**src/sv/rle_dec_pkg.sv**
```systemverilog
// shared types and codes for the run-length byte stream decoder
`timescale 1ns / 1ps

package rle_dec_pkg;

   localparam int unsigned FrameWidth = 24;
   localparam logic [FrameWidth-1:0] FrameBytesReset = 24'd3110400;

   // kind of result loaded into the output register
   localparam logic [1:0] OUT_FAIL  = 2'd0;
   localparam logic [1:0] OUT_LIT   = 2'd1;
   localparam logic [1:0] OUT_CHUNK = 2'd2;

   // where the status field of a result comes from
   localparam logic [1:0] SEL_ZERO  = 2'd0;
   localparam logic [1:0] SEL_TRUNC = 2'd1;
   localparam logic [1:0] SEL_OVER  = 2'd2;
   localparam logic [1:0] SEL_END   = 2'd3;

   // status codes seen on the result channel
   localparam logic [1:0] STS_OK    = 2'd0;
   localparam logic [1:0] STS_TRUNC = 2'd1;
   localparam logic [1:0] STS_OVER  = 2'd2;
   localparam logic [1:0] STS_SHORT = 2'd3;

   typedef struct packed {
      logic       restart;
      logic       ctrl_load;
      logic       lit_step;
      logic       run_start;
      logic       chunk_step;
      logic       out_load;
      logic [1:0] out_kind;
      logic       out_run_end;
      logic       out_done;
      logic [1:0] out_sel;
   } cmd_type;

   typedef struct packed {
      logic room_short;
      logic lit_final;
      logic run_tail;
      logic is_run;
      logic out_busy;
   } stat_type;

endpackage

```
**src/sv/rle_dec_dp.sv**
```systemverilog
// datapath: frame size, byte counters, run value and output register
`timescale 1ns / 1ps

module rle_dec_dp import rle_dec_pkg::*; (
   input  logic                  clock,
   input  logic                  reset,
   input  logic                  csr_wr_en,
   input  logic [FrameWidth-1:0] csr_wr_data,
   input  logic [7:0]            req_packed_byte,
   input  logic                  rsp_ready,
   input  cmd_type               cmd,
   output stat_type              stat,
   output logic                  rsp_valid,
   output logic [7:0]            rsp_out_byte_0,
   output logic [7:0]            rsp_out_byte_1,
   output logic [7:0]            rsp_out_byte_2,
   output logic [7:0]            rsp_out_byte_3,
   output logic [2:0]            rsp_valid_count,
   output logic                  rsp_run_end,
   output logic                  rsp_frame_done,
   output logic [1:0]            rsp_status
);

   logic [FrameWidth-1:0] fb_ff, fb_in;
   logic [FrameWidth-1:0] bw_ff, bw_in;
   logic [7:0]            cnt_ff, cnt_in;
   logic [7:0]            val_ff, val_in;
   logic                  run_eq_ff, run_eq_in;

   logic                  valid_ff, valid_in;
   logic [7:0]            byte0_ff, byte0_in;
   logic [7:0]            byte1_ff, byte1_in;
   logic [7:0]            byte2_ff, byte2_in;
   logic [7:0]            byte3_ff, byte3_in;
   logic [2:0]            count_ff, count_in;
   logic                  run_end_ff, run_end_in;
   logic                  done_ff, done_in;
   logic [1:0]            status_ff, status_in;

   logic [7:0]            ctl_len;
   logic [FrameWidth:0]   need_sum;
   logic [FrameWidth-1:0] bw_plus_one;
   logic [FrameWidth-1:0] bw_plus_cnt;
   logic                  lit_eq;
   logic                  end_eq;
   logic [2:0]            chunk_n;
   logic [1:0]            sel_status;

   always_comb begin
      ctl_len     = req_packed_byte[7] ? ({1'b0, req_packed_byte[6:0]} + 8'd3)
                                       : (req_packed_byte + 8'd1);
      need_sum    = {1'b0, bw_ff} + {{(FrameWidth-7){1'b0}}, ctl_len};
      bw_plus_one = bw_ff + {{(FrameWidth-1){1'b0}}, 1'b1};
      bw_plus_cnt = bw_ff + {{(FrameWidth-8){1'b0}}, cnt_ff};
      lit_eq      = (bw_plus_one == fb_ff);
      chunk_n     = (cnt_ff <= 8'd4) ? cnt_ff[2:0] : 3'd4;

      stat.room_short = (bw_ff >= fb_ff) || (need_sum > {1'b0, fb_ff});
      stat.lit_final  = (cnt_ff == 8'd1);
      stat.run_tail   = (cnt_ff <= 8'd4);
      stat.is_run     = req_packed_byte[7];
      stat.out_busy   = valid_ff;
   end

   // bookkeeping registers
   always_comb begin
      fb_in     = csr_wr_en ? csr_wr_data : fb_ff;
      bw_in     = bw_ff;
      cnt_in    = cnt_ff;
      val_in    = val_ff;
      run_eq_in = run_eq_ff;
      if (cmd.ctrl_load) begin
         cnt_in = ctl_len;
      end
      if (cmd.lit_step) begin
         bw_in  = bw_plus_one;
         cnt_in = cnt_ff - 8'd1;
      end
      if (cmd.run_start) begin
         bw_in     = bw_plus_cnt;
         val_in    = req_packed_byte;
         run_eq_in = (bw_plus_cnt == fb_ff);
      end
      if (cmd.chunk_step) begin
         cnt_in = cnt_ff - {5'd0, chunk_n};
      end
      if (cmd.restart) begin
         bw_in  = '0;
         cnt_in = '0;
      end
   end

   always_ff @(posedge clock) begin
      if (reset) begin
         fb_ff  <= FrameBytesReset;
         bw_ff  <= '0;
         cnt_ff <= '0;
      end else begin
         fb_ff  <= fb_in;
         bw_ff  <= bw_in;
         cnt_ff <= cnt_in;
      end
   end

   always_ff @(posedge clock) begin
      val_ff    <= val_in;
      run_eq_ff <= run_eq_in;
   end

   // output register
   always_comb begin
      end_eq = (cmd.out_kind == OUT_CHUNK) ? run_eq_ff : lit_eq;
      case (cmd.out_sel)
         SEL_ZERO:  sel_status = STS_OK;
         SEL_TRUNC: sel_status = STS_TRUNC;
         SEL_OVER:  sel_status = STS_OVER;
         SEL_END:   sel_status = end_eq ? STS_OK : STS_SHORT;
         default:   sel_status = STS_OK;
      endcase

      valid_in   = valid_ff && !rsp_ready;
      byte0_in   = byte0_ff;
      byte1_in   = byte1_ff;
      byte2_in   = byte2_ff;
      byte3_in   = byte3_ff;
      count_in   = count_ff;
      run_end_in = run_end_ff;
      done_in    = done_ff;
      status_in  = status_ff;
      if (cmd.out_load) begin
         valid_in   = 1'b1;
         run_end_in = cmd.out_run_end;
         done_in    = cmd.out_done;
         status_in  = sel_status;
         case (cmd.out_kind)
            OUT_LIT: begin
               byte0_in = req_packed_byte;
               byte1_in = '0;
               byte2_in = '0;
               byte3_in = '0;
               count_in = 3'd1;
            end
            OUT_CHUNK: begin
               byte0_in = val_ff;
               byte1_in = (chunk_n > 3'd1) ? val_ff : 8'd0;
               byte2_in = (chunk_n > 3'd2) ? val_ff : 8'd0;
               byte3_in = (chunk_n > 3'd3) ? val_ff : 8'd0;
               count_in = chunk_n;
            end
            default: begin
               byte0_in = '0;
               byte1_in = '0;
               byte2_in = '0;
               byte3_in = '0;
               count_in = 3'd0;
            end
         endcase
      end
   end

   always_ff @(posedge clock) begin
      if (reset) begin
         valid_ff <= 1'b0;
      end else begin
         valid_ff <= valid_in;
      end
   end

   always_ff @(posedge clock) begin
      byte0_ff   <= byte0_in;
      byte1_ff   <= byte1_in;
      byte2_ff   <= byte2_in;
      byte3_ff   <= byte3_in;
      count_ff   <= count_in;
      run_end_ff <= run_end_in;
      done_ff    <= done_in;
      status_ff  <= status_in;
   end

   assign rsp_valid       = valid_ff;
   assign rsp_out_byte_0  = byte0_ff;
   assign rsp_out_byte_1  = byte1_ff;
   assign rsp_out_byte_2  = byte2_ff;
   assign rsp_out_byte_3  = byte3_ff;
   assign rsp_valid_count = count_ff;
   assign rsp_run_end     = run_end_ff;
   assign rsp_frame_done  = done_ff;
   assign rsp_status      = status_ff;

endmodule

```
**src/sv/rle_dec_ctrl.sv**
```systemverilog
// controller: decode mode state machine and run chunk sequencing
`timescale 1ns / 1ps

module rle_dec_ctrl import rle_dec_pkg::*; (
   input  logic     clock,
   input  logic     reset,
   input  logic     req_valid,
   input  logic     req_stream_last,
   output logic     req_ready,
   input  logic     rsp_ready,
   input  stat_type stat,
   output cmd_type  cmd
);

   localparam logic [2:0] S_CTRL    = 3'd0;
   localparam logic [2:0] S_RUNVAL  = 3'd1;
   localparam logic [2:0] S_LIT     = 3'd2;
   localparam logic [2:0] S_DISCARD = 3'd3;
   localparam logic [2:0] S_EMIT    = 3'd4;

   logic [2:0] state_ff, state_in;
   logic       last_ff, last_in;
   logic       slot_free;
   logic       accept;

   always_comb begin
      slot_free = !stat.out_busy || rsp_ready;
      req_ready = (state_ff != S_EMIT) && slot_free;
      accept    = req_valid && req_ready;

      state_in        = state_ff;
      last_in         = last_ff;
      cmd             = '0;
      cmd.out_kind    = OUT_FAIL;
      cmd.out_sel     = SEL_ZERO;

      case (state_ff)
         S_CTRL: begin
            if (accept) begin
               if (req_stream_last) begin
                  cmd.out_load    = 1'b1;
                  cmd.out_run_end = 1'b1;
                  cmd.out_done    = 1'b1;
                  cmd.out_sel     = SEL_TRUNC;
                  cmd.restart     = 1'b1;
               end else if (stat.room_short) begin
                  cmd.out_load    = 1'b1;
                  cmd.out_run_end = 1'b1;
                  cmd.out_done    = 1'b1;
                  cmd.out_sel     = SEL_OVER;
                  cmd.restart     = 1'b1;
                  state_in        = S_DISCARD;
               end else begin
                  cmd.ctrl_load = 1'b1;
                  state_in      = stat.is_run ? S_RUNVAL : S_LIT;
               end
            end
         end
         S_RUNVAL: begin
            if (accept) begin
               cmd.run_start = 1'b1;
               last_in       = req_stream_last;
               state_in      = S_EMIT;
            end
         end
         S_LIT: begin
            if (accept) begin
               cmd.lit_step    = 1'b1;
               cmd.out_load    = 1'b1;
               cmd.out_kind    = OUT_LIT;
               cmd.out_run_end = 1'b1;
               cmd.out_done    = req_stream_last;
               if (stat.lit_final) begin
                  cmd.out_sel = req_stream_last ? SEL_END : SEL_ZERO;
                  state_in    = S_CTRL;
               end else if (req_stream_last) begin
                  // literal cut short: earlier bytes stay delivered
                  cmd.out_sel = SEL_TRUNC;
                  state_in    = S_CTRL;
               end
               cmd.restart = req_stream_last;
            end
         end
         S_DISCARD: begin
            if (accept && req_stream_last) begin
               cmd.restart = 1'b1;
               state_in    = S_CTRL;
            end
         end
         S_EMIT: begin
            if (slot_free) begin
               cmd.chunk_step  = 1'b1;
               cmd.out_load    = 1'b1;
               cmd.out_kind    = OUT_CHUNK;
               cmd.out_run_end = stat.run_tail;
               cmd.out_done    = stat.run_tail && last_ff;
               cmd.out_sel     = (stat.run_tail && last_ff) ? SEL_END : SEL_ZERO;
               if (stat.run_tail) begin
                  cmd.restart = last_ff;
                  state_in    = S_CTRL;
               end
            end
         end
         default: begin
            state_in = S_CTRL;
         end
      endcase
   end

   always_ff @(posedge clock) begin
      if (reset) begin
         state_ff <= S_CTRL;
         last_ff  <= 1'b0;
      end else begin
         state_ff <= state_in;
         last_ff  <= last_in;
      end
   end

endmodule

```
**src/sv/rle_byte_stream_decoder_unit.sv**
```systemverilog
// top level of the run-length byte stream decoder
//
// req channel: one packed byte per transaction, req_stream_last on the final
// byte of a frame. rsp channel: up to four decoded bytes per transaction with
// rsp_valid_count, rsp_run_end, rsp_frame_done and rsp_status. csr_wr_en with
// csr_wr_data sets the expected decoded frame size; write it only when idle.
// A literal or error result leaves from an output register in the cycle after
// the transaction that causes it; a run's chunks follow its run value byte.
// Literals stream at one byte per cycle while the receiver keeps up. A run
// value byte yields up to 33 chunks of up to four bytes; the chunk sequencer
// holds req_ready low while it drains. An error at a control byte gives one
// zero-byte result, then input is dropped up to the last byte of the frame;
// an error found at a literal or run value byte rides on a data result.
// When the receiver stalls, the result holds in the output register and the
// next byte is taken only once that register frees up.
// Synchronous reset empties the output register, restarts the frame and
// loads the default frame size of 3110400 bytes.
`timescale 1ns / 1ps

module rle_byte_stream_decoder_unit import rle_dec_pkg::*; (
   input  logic                  clock,
   input  logic                  reset,
   input  logic                  csr_wr_en,
   input  logic [FrameWidth-1:0] csr_wr_data,
   input  logic                  req_valid,
   output logic                  req_ready,
   input  logic [7:0]            req_packed_byte,
   input  logic                  req_stream_last,
   output logic                  rsp_valid,
   input  logic                  rsp_ready,
   output logic [7:0]            rsp_out_byte_0,
   output logic [7:0]            rsp_out_byte_1,
   output logic [7:0]            rsp_out_byte_2,
   output logic [7:0]            rsp_out_byte_3,
   output logic [2:0]            rsp_valid_count,
   output logic                  rsp_run_end,
   output logic                  rsp_frame_done,
   output logic [1:0]            rsp_status
);

   cmd_type  cmd;
   stat_type stat;

   rle_dec_ctrl u_ctrl (
      .clock           (clock),
      .reset           (reset),
      .req_valid       (req_valid),
      .req_stream_last (req_stream_last),
      .req_ready       (req_ready),
      .rsp_ready       (rsp_ready),
      .stat            (stat),
      .cmd             (cmd)
   );

   rle_dec_dp u_dp (
      .clock           (clock),
      .reset           (reset),
      .csr_wr_en       (csr_wr_en),
      .csr_wr_data     (csr_wr_data),
      .req_packed_byte (req_packed_byte),
      .rsp_ready       (rsp_ready),
      .cmd             (cmd),
      .stat            (stat),
      .rsp_valid       (rsp_valid),
      .rsp_out_byte_0  (rsp_out_byte_0),
      .rsp_out_byte_1  (rsp_out_byte_1),
      .rsp_out_byte_2  (rsp_out_byte_2),
      .rsp_out_byte_3  (rsp_out_byte_3),
      .rsp_valid_count (rsp_valid_count),
      .rsp_run_end     (rsp_run_end),
      .rsp_frame_done  (rsp_frame_done),
      .rsp_status      (rsp_status)
   );

endmodule

```
**config.mk**
```make
export PLATFORM = sky130hd
export DESIGN_NAME = rle_byte_stream_decoder_unit
export DESIGN_NICKNAME = d
export VERILOG_FILES = /design/src/sv/rle_dec_pkg.sv /design/src/sv/rle_dec_dp.sv /design/src/sv/rle_dec_ctrl.sv /design/src/sv/rle_byte_stream_decoder_unit.sv
export SDC_FILE = /design/constraint.sdc
export NUM_CORES = 1
export LEC_CHECK = 0
export BUFFER_PORTS_ARGS = -buffer_cell sky130_fd_sc_hd__clkbuf_2
export CAP_MARGIN = 15
export CELL_PAD_IN_SITES_DETAIL_PLACEMENT = 0
export CELL_PAD_IN_SITES_GLOBAL_PLACEMENT = 1
export CORE_MARGIN = 2
export CORE_UTILIZATION = 30
export DETAILED_ROUTE_END_ITERATION = 8
export GPL_TIMING_DRIVEN = 0
export HOLD_SLACK_MARGIN = 0.08
export PLACE_DENSITY_LB_ADDON = 0.1
export SLEW_MARGIN = 40
export SYNTH_ARGS = -nofsm -noshare
export SYNTH_HDL_FRONTEND = slang
export SYNTH_HIERARCHICAL = 1
export SYNTH_SLANG_ARGS = --single-unit
```
**constraint.sdc**
```tcl
create_clock -name clock -period 7.5 [get_ports clock]
set_input_delay 0.375 -clock clock [delete_from_list [all_inputs] [get_ports clock]]
set_output_delay 0.375 -clock clock [all_outputs]
set_load 0.03 [all_outputs]
```
==> flow_summary.yaml, run 1 <==
synth:
  synth.most_common_cell: "nor2_1"
  avgSynthCellArea_um2: 8.55
  ys_seq_area_frac: 0.319
  syn-instance-count: 977
  syn_area_um2: 8360
  synth_fp_nets: 1091
  synth_cell_types: 78
  ys_ff_latch: 109
  yosys_warnings: 6
  synth_area_leaders: "edfxtp_1 17%, dfxtp_1 15%, ha_1 11%"
  synth_top_area_share: 0.172
  synth-edff-count: 48
  synth.largest_area_cell: "edfxtp_1"
  async_flop_share: 0
  ys.flop_type: "dfxtp_1"
  synthTopCellsByCount: "115 x nor2_1, 79 x nand2_1, 74 x ha_1"
worst_setup_path:
  crit_path_top_delay_cell: "clkbuf_1"
  start_kind: "input pin"
  required_ns: 7.73
  reg2reg_to: "u_dp/bw_ff[17]"
  r2r_cells: 24
  r2r_start: "u_dp/bw_ff[1]"
  r2r_slack_ns: 1.22
  timing.critical_path.mode_cell: "nor2_1"
  setup.worst_path.end_class: "register"
  cp.arrival_ns: 7.05
  critPathKind: "input pin to register"
  path_max_fanout: 10
  cpPeakStageDelay_ns: 0.62
timing:
  rsz0062_at_grt: "no"
  period_minus_slack_ns: 6.82
  setup_viol: 0
  max_clock_freq_mhz: 147
  hold_viol_final: 0
  fin_skew_ns: 0.0151
  finalMaxSlewViolations: 0
  worst_slew_pin_slew_ns: 0.784
  period_share: 0.910
  maxSlewHeadroom: 0.476
placed_design:
  dp_cells: 1433
  dp_hpwl_mm: 21.2
  place.gp.congestion: 0.838
  placed_area_um2: 9250
  portBuffers: 77
layout:
  fin_cells: 1449
  drive_gt1_frac: 0.120
  nets: 1180
  final_core_util: 0.346
  antenna_cells: 0
  areaGrowthSynthToFinish_pct: 14.5
  final_cell_area_um2: 9570
global_route:
  grt_max_degree: 41
  antenna_found_initial: 0
  grt_pass1_vias: 7002
  grt_pass1_wl_mm: 41.0
  gr-total-overflow: 0
  grtUsageTotal: 0.185
clocking:
  htreeDepth: 3
  numClockSinks: 109
  cts_hold_buffers: 0
  numCtsBuffers: 9
  clockRootBuffer: "clkbuf_16"
  cts_setup_buffers: 0
  clk_path_buf_depth: 2
  cts_tree: "yes"
  cts-resized-gates: 0
  path_clk_slew_ns: 0.09
  clock_latency_ns: 0.36
drt:
  drt_first_pass_iters: 5
  wl_per_cell_um: 18.2
  antenna_left: 0
  route.final.wire_length_mm: 26.4
  drtIter0Drc: 341
  drc: 0
  routed-via-count: 7172
  viasPerCell: 4.95
floorplan:
  initial_utilization: 0.303
  die_h_um: 171
  dieArea_um2: 29200
  row_count: 61
  ios: 79
  fp.dieW_um: 171
  core_um2: 27600
min_path:
  hold_class: "input pin to register"
  min_path_cells: 3
  min_to: "u_dp/fb_ff[16]"
  worstHoldStart: "csr_wr_data[16]"
pwr:
  ir_worst_vdd_v: 0.000116
  p_leak_nw: 4.03
  pwr_density_cell_nw_per_um2: 165
outcome:
  status: "complete, no violations"
run:
  maxCapViolCount: 0
[state kept, by name (all words and copies together) (netlist names), 2 cells and up]
register / count
u_dp/bw_ff: 24
u_dp/fb_ff: 24
u_dp/cnt_ff: 8
u_dp/rsp_out_byte_0: 8
u_dp/rsp_out_byte_1: 8
u_dp/rsp_out_byte_2: 8
u_dp/rsp_out_byte_3: 8
u_dp/val_ff: 8
u_ctrl/state_ff: 3
u_dp/rsp_valid_count: 3
u_dp/rsp_status: 2
[stage by stage]
stage          setup slack, ns  hold WS (ns)  TNS [ns]  power, mW
2_1_floorplan             1.81         0.444         0      0.946
3_3_place_gp           -0.0883         0.497     -3.79       1.06
3_5_place_dp            0.0457         0.513         0       1.06
4_1_cts                  0.445         0.208         0       1.61
5_1_grt                 0.0806         0.227         0       1.67
6_report                 0.675         0.218         0       1.58
[kinds of logic after synthesis]
| family | count (synthesis) | share of synthesized area |
|---|---|---|
| muxes | 22 | 0.0269 |
| DFF | 109 | 0.319 |
| buffers and inverters | 118 | 0.0597 |
| xor gates and xnor gates | 104 | 0.109 |
| adders and majority gates | 77 | 0.117 |
| other | 1 | 0.000449 |
| and+or+nand+nor | 349 | 0.208 |
| AOI/OAI and AO/OA | 197 | 0.161 |
[cells in the final DEF, fill, tap and decap left out, types with 4 or more instances in the layout]
cell type,Yosys,final
nor2b_1,10,10
a211oi_1,17,17
a31oi_1,7,7
xor2_1,43,43
edfxtp_1,48,48
and3_1,18,18
buf_2,6,7
xnor2_1,61,61
o21ai_1,4,4
buf_1,5,5
or3_1,8,8
nand4_1,23,23
o211ai_1,19,19
o21a_1,4,4
o21ai_0,26,26
clkbuf_16,0,9
mux2i_1,21,21
a21oi_1,47,46
inv_1,60,60
nor3_1,11,11
nor2_1,115,115
o31ai_1,4,4
nand3_1,28,28
and2_1,13,13
ha_1,74,74
a21o_1,22,22
nor4_1,10,10
a22oi_1,11,11
dfxtp_1,61,61
clkbuf_2,0,77
nand2_1,79,79
clkbuf_1,35,35
nand2b_1,7,6
buf_4,7,7
nand3b_1,4,4
[layout make-up]
| type | count | area, um2 |
|---|---|---|
| buffer | 56 | 267 |
| clock buffer | 9 | 225 |
| clock inverter | 7 | 92.6 |
| fill | 2970 | 18100 |
| inverter | 62 | 233 |
| multi-input combinational | 750 | 5230 |
| sequential | 109 | 2660 |
| tap | 378 | 473 |
| timing repair buffer | 78 | 390 |
[worst max path at each step]
stage,to,start,cells past startpoint
after floorplan,u_dp/rsp_frame_done,req_packed_byte[0],22
after global placement,u_dp/rsp_out_byte_3[3],req_packed_byte[0],23
final,u_dp/bw_ff[17],req_packed_byte[0],29
after detailed placement,u_dp/bw_ff[17],req_packed_byte[0],29
after global routing,u_dp/bw_ff[8],req_packed_byte[0],29
after CTS,u_dp/bw_ff[17],req_packed_byte[0],29
[where the power goes]
group          switching (mW)  internal [mW]
registers              0.0290          0.655
logic                   0.234          0.127
clock network           0.267          0.269
[critical path: cells and delay by family]
family,cells,cell delay [ns]
AOI/OAI and AO/OA,10,2.33
and+or+nand+nor,9,1.47
buffers and inverters,5,1.33
adders and majority gates,3,0.92
xor gates and xnor gates,2,0.62
[routing by layer]
metal / vias to the layer above / wire (um) / global-route usage
met3: 20 / 954 / 0.0204
met2: 146 / 12200 / 0.313
met1: 3354 / 12900 / 0.255
met4: 0 / 285 / 0.0402
met5: - / 0 / 0
li1: 3652 / - / -
Power figures use the tool's default switching activity.
==> run 2: changes to the inputs <==
CORE_UTILIZATION = 46   (was 30)
==> flow_summary.yaml, run 2 (synthesized netlist as in run 1, its figures left out) <==
outcome:
  status: "complete, no violations"
clocking:
  clock_latency_ns: 0.36
  cts_tree: "yes"
  path_clk_slew_ns: 0.08
  htreeDepth: 3
  numCtsBuffers: 9
  cts_hold_buffers: 0
  cts_setup_buffers: 0
  numClockSinks: 109
  clk_path_buf_depth: 2
  cts-resized-gates: 0
  clockRootBuffer: "clkbuf_16"
floorplan:
  fp.dieW_um: 139
  core_um2: 17900
  ios: 79
  dieArea_um2: 19300
  die_h_um: 139
  initial_utilization: 0.467
  row_count: 49
timing:
  max_clock_freq_mhz: 153
  finalSetupTns_ns: 0
  maxSlewHeadroom: 0.468
  finalMaxSlewViolations: 0
  worst_slew_pin_slew_ns: 0.792
  period_minus_slack_ns: 6.54
  setup_viol: 0
  hold_slack_ns: 0.225
  rsz0062_at_grt: "no"
  period_share: 0.872
  fin_ws_ns: 0.958
  hold_viol_final: 0
  fin_skew_ns: 0.0113
layout:
  fin_cells: 1300
  final_common_cell: "nor2_1"
  areaGrowthSynthToFinish_pct: 12.3
  fill_cells: 1751
  nets: 1180
  final_cell_mix: "115 x nor2_1, 79 x nand2_1, 77 x clkbuf_2"
  reg_top3: "u_dp/bw_ff: 24 flops, u_dp/fb_ff: 24 flops"
  antenna_cells: 0
  drive_gt1_frac: 0.119
drt:
  wl_per_cell_um: 17.9
  drc: 0
  routed-via-count: 7209
  drt_first_pass_iters: 5
  drtIter0Drc: 481
  antenna_left: 0
  route.final.wire_length_mm: 23.2
  viasPerCell: 5.55
placed_design:
  dp_hpwl_mm: 18.6
  portBuffers: 77
  dp_cells: 1284
  place.gp.congestion: 0.883
  dp_worst_setup_slack_ns: 0.528
worst_setup_path:
  cpPeakStageDelay_ns: 0.63
  crit_path_top_delay_cell: "a21oi_1"
  path_max_fanout: 10
  critPathKind: "input pin to register"
  start_kind: "input pin"
  cp.arrival_ns: 6.76
  required_ns: 7.72
  setup.worst_path.end_class: "register"
pwr:
  ir_worst_vdd_v: 0.000115
  p_leak_nw: 4.02
  pwr_density_cell_nw_per_um2: 168
  power_mw: 1.58
global_route:
  antenna_found_initial: 0
  grt_pass1_wl_mm: 37.5
  grtUsageTotal: 0.246
  grt_pass1_vias: 6828
  gr-total-overflow: 0
  grt_max_degree: 41
min_path:
  hold_class: "input pin to register"
run:
  maxCapViolCount: 0
## run 2: changes by cell type in the layout (fill, tap and decap cells not counted)
cell	previous run	this run
nor4_4	1	0
inv_6	2	0
a21oi_1	46	47
a2111oi_0	1	2
a2111oi_1	2	1
nor4_2	1	2
a21oi_2	1	0
bufinv_16	1	2
clkinv_2	0	1
## run 2: cell type report
cell class                      instances  area (um2)  share of cell area
Inverter                               62         233              0.0248
Buffer                                 56         267              0.0284
Clock buffer                            9         225              0.0240
Sequential cell                       109        2660               0.284
Clock inverter                          7         110              0.0117
Timing Repair Buffer                   78         390              0.0416
Multi-Input combinational cell        750        5210               0.555
Tap cell                              229         287              0.0305
## run 2: report_power, final
| group | switching [mW] | total, mW | internal, mW |
|---|---|---|---|
| logic | 0.227 | 0.355 | 0.128 |
| clock network | 0.243 | 0.542 | 0.299 |
| registers | 0.0287 | 0.684 | 0.655 |
| total | 0.499 | 1.58 | 1.08 |
## run 2: metrics by stage
stage                util  cell area [um2]
floorplan               -             8360
CTS                 0.524             9390
global route        0.524             9390
finish              0.524             9390
detailed placement  0.506             9050
global placement    0.504             9030
## run 2: path summary, 6_finish.rpt
check                   endpoint  slack [ns]  depth (start not counted)               start
setup reg to reg  u_dp/bw_ff[11]        1.48                         22       u_dp/bw_ff[5]
setup / recovery  u_dp/bw_ff[11]        0.96                         28  req_packed_byte[0]
hold reg to reg   u_ctrl/last_ff        0.53                          2      u_ctrl/last_ff
hold / removal    u_dp/fb_ff[18]        0.22                          3     csr_wr_data[18]
## run 2: metal layers
metal  vias up  track usage  part of all wire
met2       182        0.404              0.46
li1       3660            -                 -
met5         -            0                 0
met3        20       0.0418             0.042
met4         0       0.0564             0.013
met1      3347        0.340              0.48
## run 2: worst max-delay path: cells and delay by family
kind                     cells  cell delay [ns]
XOR/XNOR                     2             0.53
AO/OA/AOI/OAI               10             2.39
AND/OR/NAND/NOR              9             1.37
adder cells (fa/ha/maj)      3             0.87
buffers and inverters        4             1.23
==> run 3: changes to the inputs <==
CORE_ASPECT_RATIO = 1.4   (was unset)
CORE_UTILIZATION = 42   (was 46)
clock period = 5.6 ns   (was 7.5 ns; I/O delays follow)
==> flow_summary.yaml, run 3 (synthesized netlist as in run 1, its figures left out) <==
outcome:
  status: "complete, no violations"
worst_setup_path:
  crit_end: "u_dp/bw_ff[7]"
  path_max_fanout: 10
  r2r_slack_ns: 0.40
  required_ns: 5.89
  reg2reg_to: "u_dp/bw_ff[7]"
  crit_start: "req_packed_byte[7]"
  cp.arrival_ns: 5.65
  start_kind: "input pin"
  critPathKind: "input pin to register"
  setup.worst_path.end_class: "register"
  r2r_cells: 23
  r2r_start: "u_dp/bw_ff[1]"
layout:
  fin_cells: 1334
  final_core_util: 0.494
  antenna_cells: 0
  final_common_cell: "nor2_1"
  final_cell_mix: "111 x nor2_1, 79 x nand2_1, 75 x clkbuf_2"
  reg_top3: "u_dp/bw_ff: 24 flops, u_dp/fb_ff: 24 flops"
  seq_area_um2: 2670
  multi_input_area_um2: 5420
  final_cell_area_um2: 9730
  fill_cells: 2007
  nets: 1191
  drive_gt1_frac: 0.162
  areaGrowthSynthToFinish_pct: 16.4
pwr:
  p_sw_mw: 0.723
  p_comb_frac: 0.242
  p_clk_frac: 0.325
  switching_share: 0.342
  p_int_mw: 1.39
  pwr-share-seq: 0.433
  pwr_density_cell_nw_per_um2: 217
  power_mw: 2.11
  ir_worst_vdd_v: 0.000119
  p_leak_nw: 4.14
timing:
  period_minus_slack_ns: 5.36
  finalMaxSlewViolations: 0
  hold_viol_final: 0
  fin_ws_ns: 0.236
  finalSetupTns_ns: 0
  max_clock_freq_mhz: 186
  period_share: 0.958
  fin_skew_ns: 0.00892
  setup_viol: 0
  worst_slew_pin_slew_ns: 0.783
  maxSlewHeadroom: 0.474
  hold_slack_ns: 0.121
  rsz0062_at_grt: "yes"
clocking:
  cts_tree: "yes"
  path_clk_slew_ns: 0.08
  clk_path_buf_depth: 2
  numClockSinks: 109
  clockRootBuffer: "clkbuf_16"
  cts_hold_buffers: 0
  numCtsBuffers: 9
  clock_latency_ns: 0.37
  htreeDepth: 3
drt:
  routed-via-count: 7322
  drt_first_pass_iters: 7
  drc: 0
  route.final.wire_length_mm: 25.4
  wl_per_cell_um: 19.0
  viasPerCell: 5.49
  antenna_left: 0
  drtIter0Drc: 348
floorplan:
  fp.dieW_um: 123
  dieArea_um2: 21100
  core_um2: 19700
  initial_utilization: 0.424
  die_h_um: 171
  ios: 79
  row_count: 61
global_route:
  grtUsageTotal: 0.248
  grt_pass1_wl_mm: 39.2
  antenna_found_initial: 0
  grt_max_degree: 24
  gr-total-overflow: 0
  grt_pass1_vias: 7155
min_path:
  hold_class: "input pin to register"
placed_design:
  dp_cells: 1307
  placed_area_um2: 9090
  portBuffers: 77
  dp_hpwl_mm: 20.0
  place.gp.congestion: 0.887
  dp_worst_setup_slack_ns: -1.28
run:
  maxCapViolCount: 0
==> run 3: critical path, cell delays in order <==
cell and delay (ns):
buf_2 0.18, maj3_1 0.41, nand2_1 0.15, nor2_1 0.09, xor2_2 0.19, ha_1 0.34
a21o_1 0.23, a31oi_1 0.19, nor2_1 0.10, o31a_4 0.32, and3_1 0.20, xor2_1 0.14
ha_1 0.33, a21o_1 0.17, a21oi_2 0.17, nor2_1 0.08, or4_4 0.54, a21oi_2 0.15
o211ai_1 0.14, nor2_1 0.16, buf_4 0.13, o21ai_2 0.07, a41o_1 0.21, or2_4 0.29
clkbuf_8 0.18, a211oi_1 0.20
==> run 3: how the worst min path moves through the flow <==
stage	start	endpoint	cells past startpoint
after global placement	csr_wr_data[17]	u_dp/fb_ff[17]	3
final	csr_wr_data[14]	u_dp/fb_ff[14]	3
after CTS	csr_wr_data[17]	u_dp/fb_ff[17]	3
after detailed placement	csr_wr_data[12]	u_dp/fb_ff[12]	3
after global routing	csr_wr_data[16]	u_dp/fb_ff[16]	3
after floorplan	reset	u_ctrl/state_ff[2]	1
==> run 3: power groups by stage <==
stage	Combinational [mW]	Clock, mW	Sequential (mW)
5_1_grt	0.564	0.734	0.920
6_report	0.512	0.687	0.914
2_1_floorplan	0.298	0	0.970
4_1_cts	0.501	0.707	0.915
3_3_place_gp	0.480	0	0.933
3_5_place_dp	0.483	0	0.934
==> run 3: layer usage <==
| layer | GRT usage | part of all wire |
|---|---|---|
| met5 | 0 | 0 |
| met4 | 0.132 | 0.052 |
| met3 | 0.0320 | 0.035 |
| met2 | 0.462 | 0.53 |
| met1 | 0.266 | 0.38 |
==> run 3: final cells by class <==
type                            instances  share of cell area
Buffer                                 55              0.0289
Inverter                               62              0.0239
Clock inverter                          7             0.00913
Tap cell                              252              0.0324
Timing Repair Buffer                   89              0.0515
Sequential cell                       109               0.274
Multi-Input combinational cell        751               0.557
Clock buffer                            9              0.0232
==> run 3: timing repair <==
action                                  4_1_cts  5_1_grt
cloned                                        1        0
endpoints found under the setup margin       73       72
buffers inserted                             11        0
pin swaps                                     7       10
gates resized for setup                      25       25
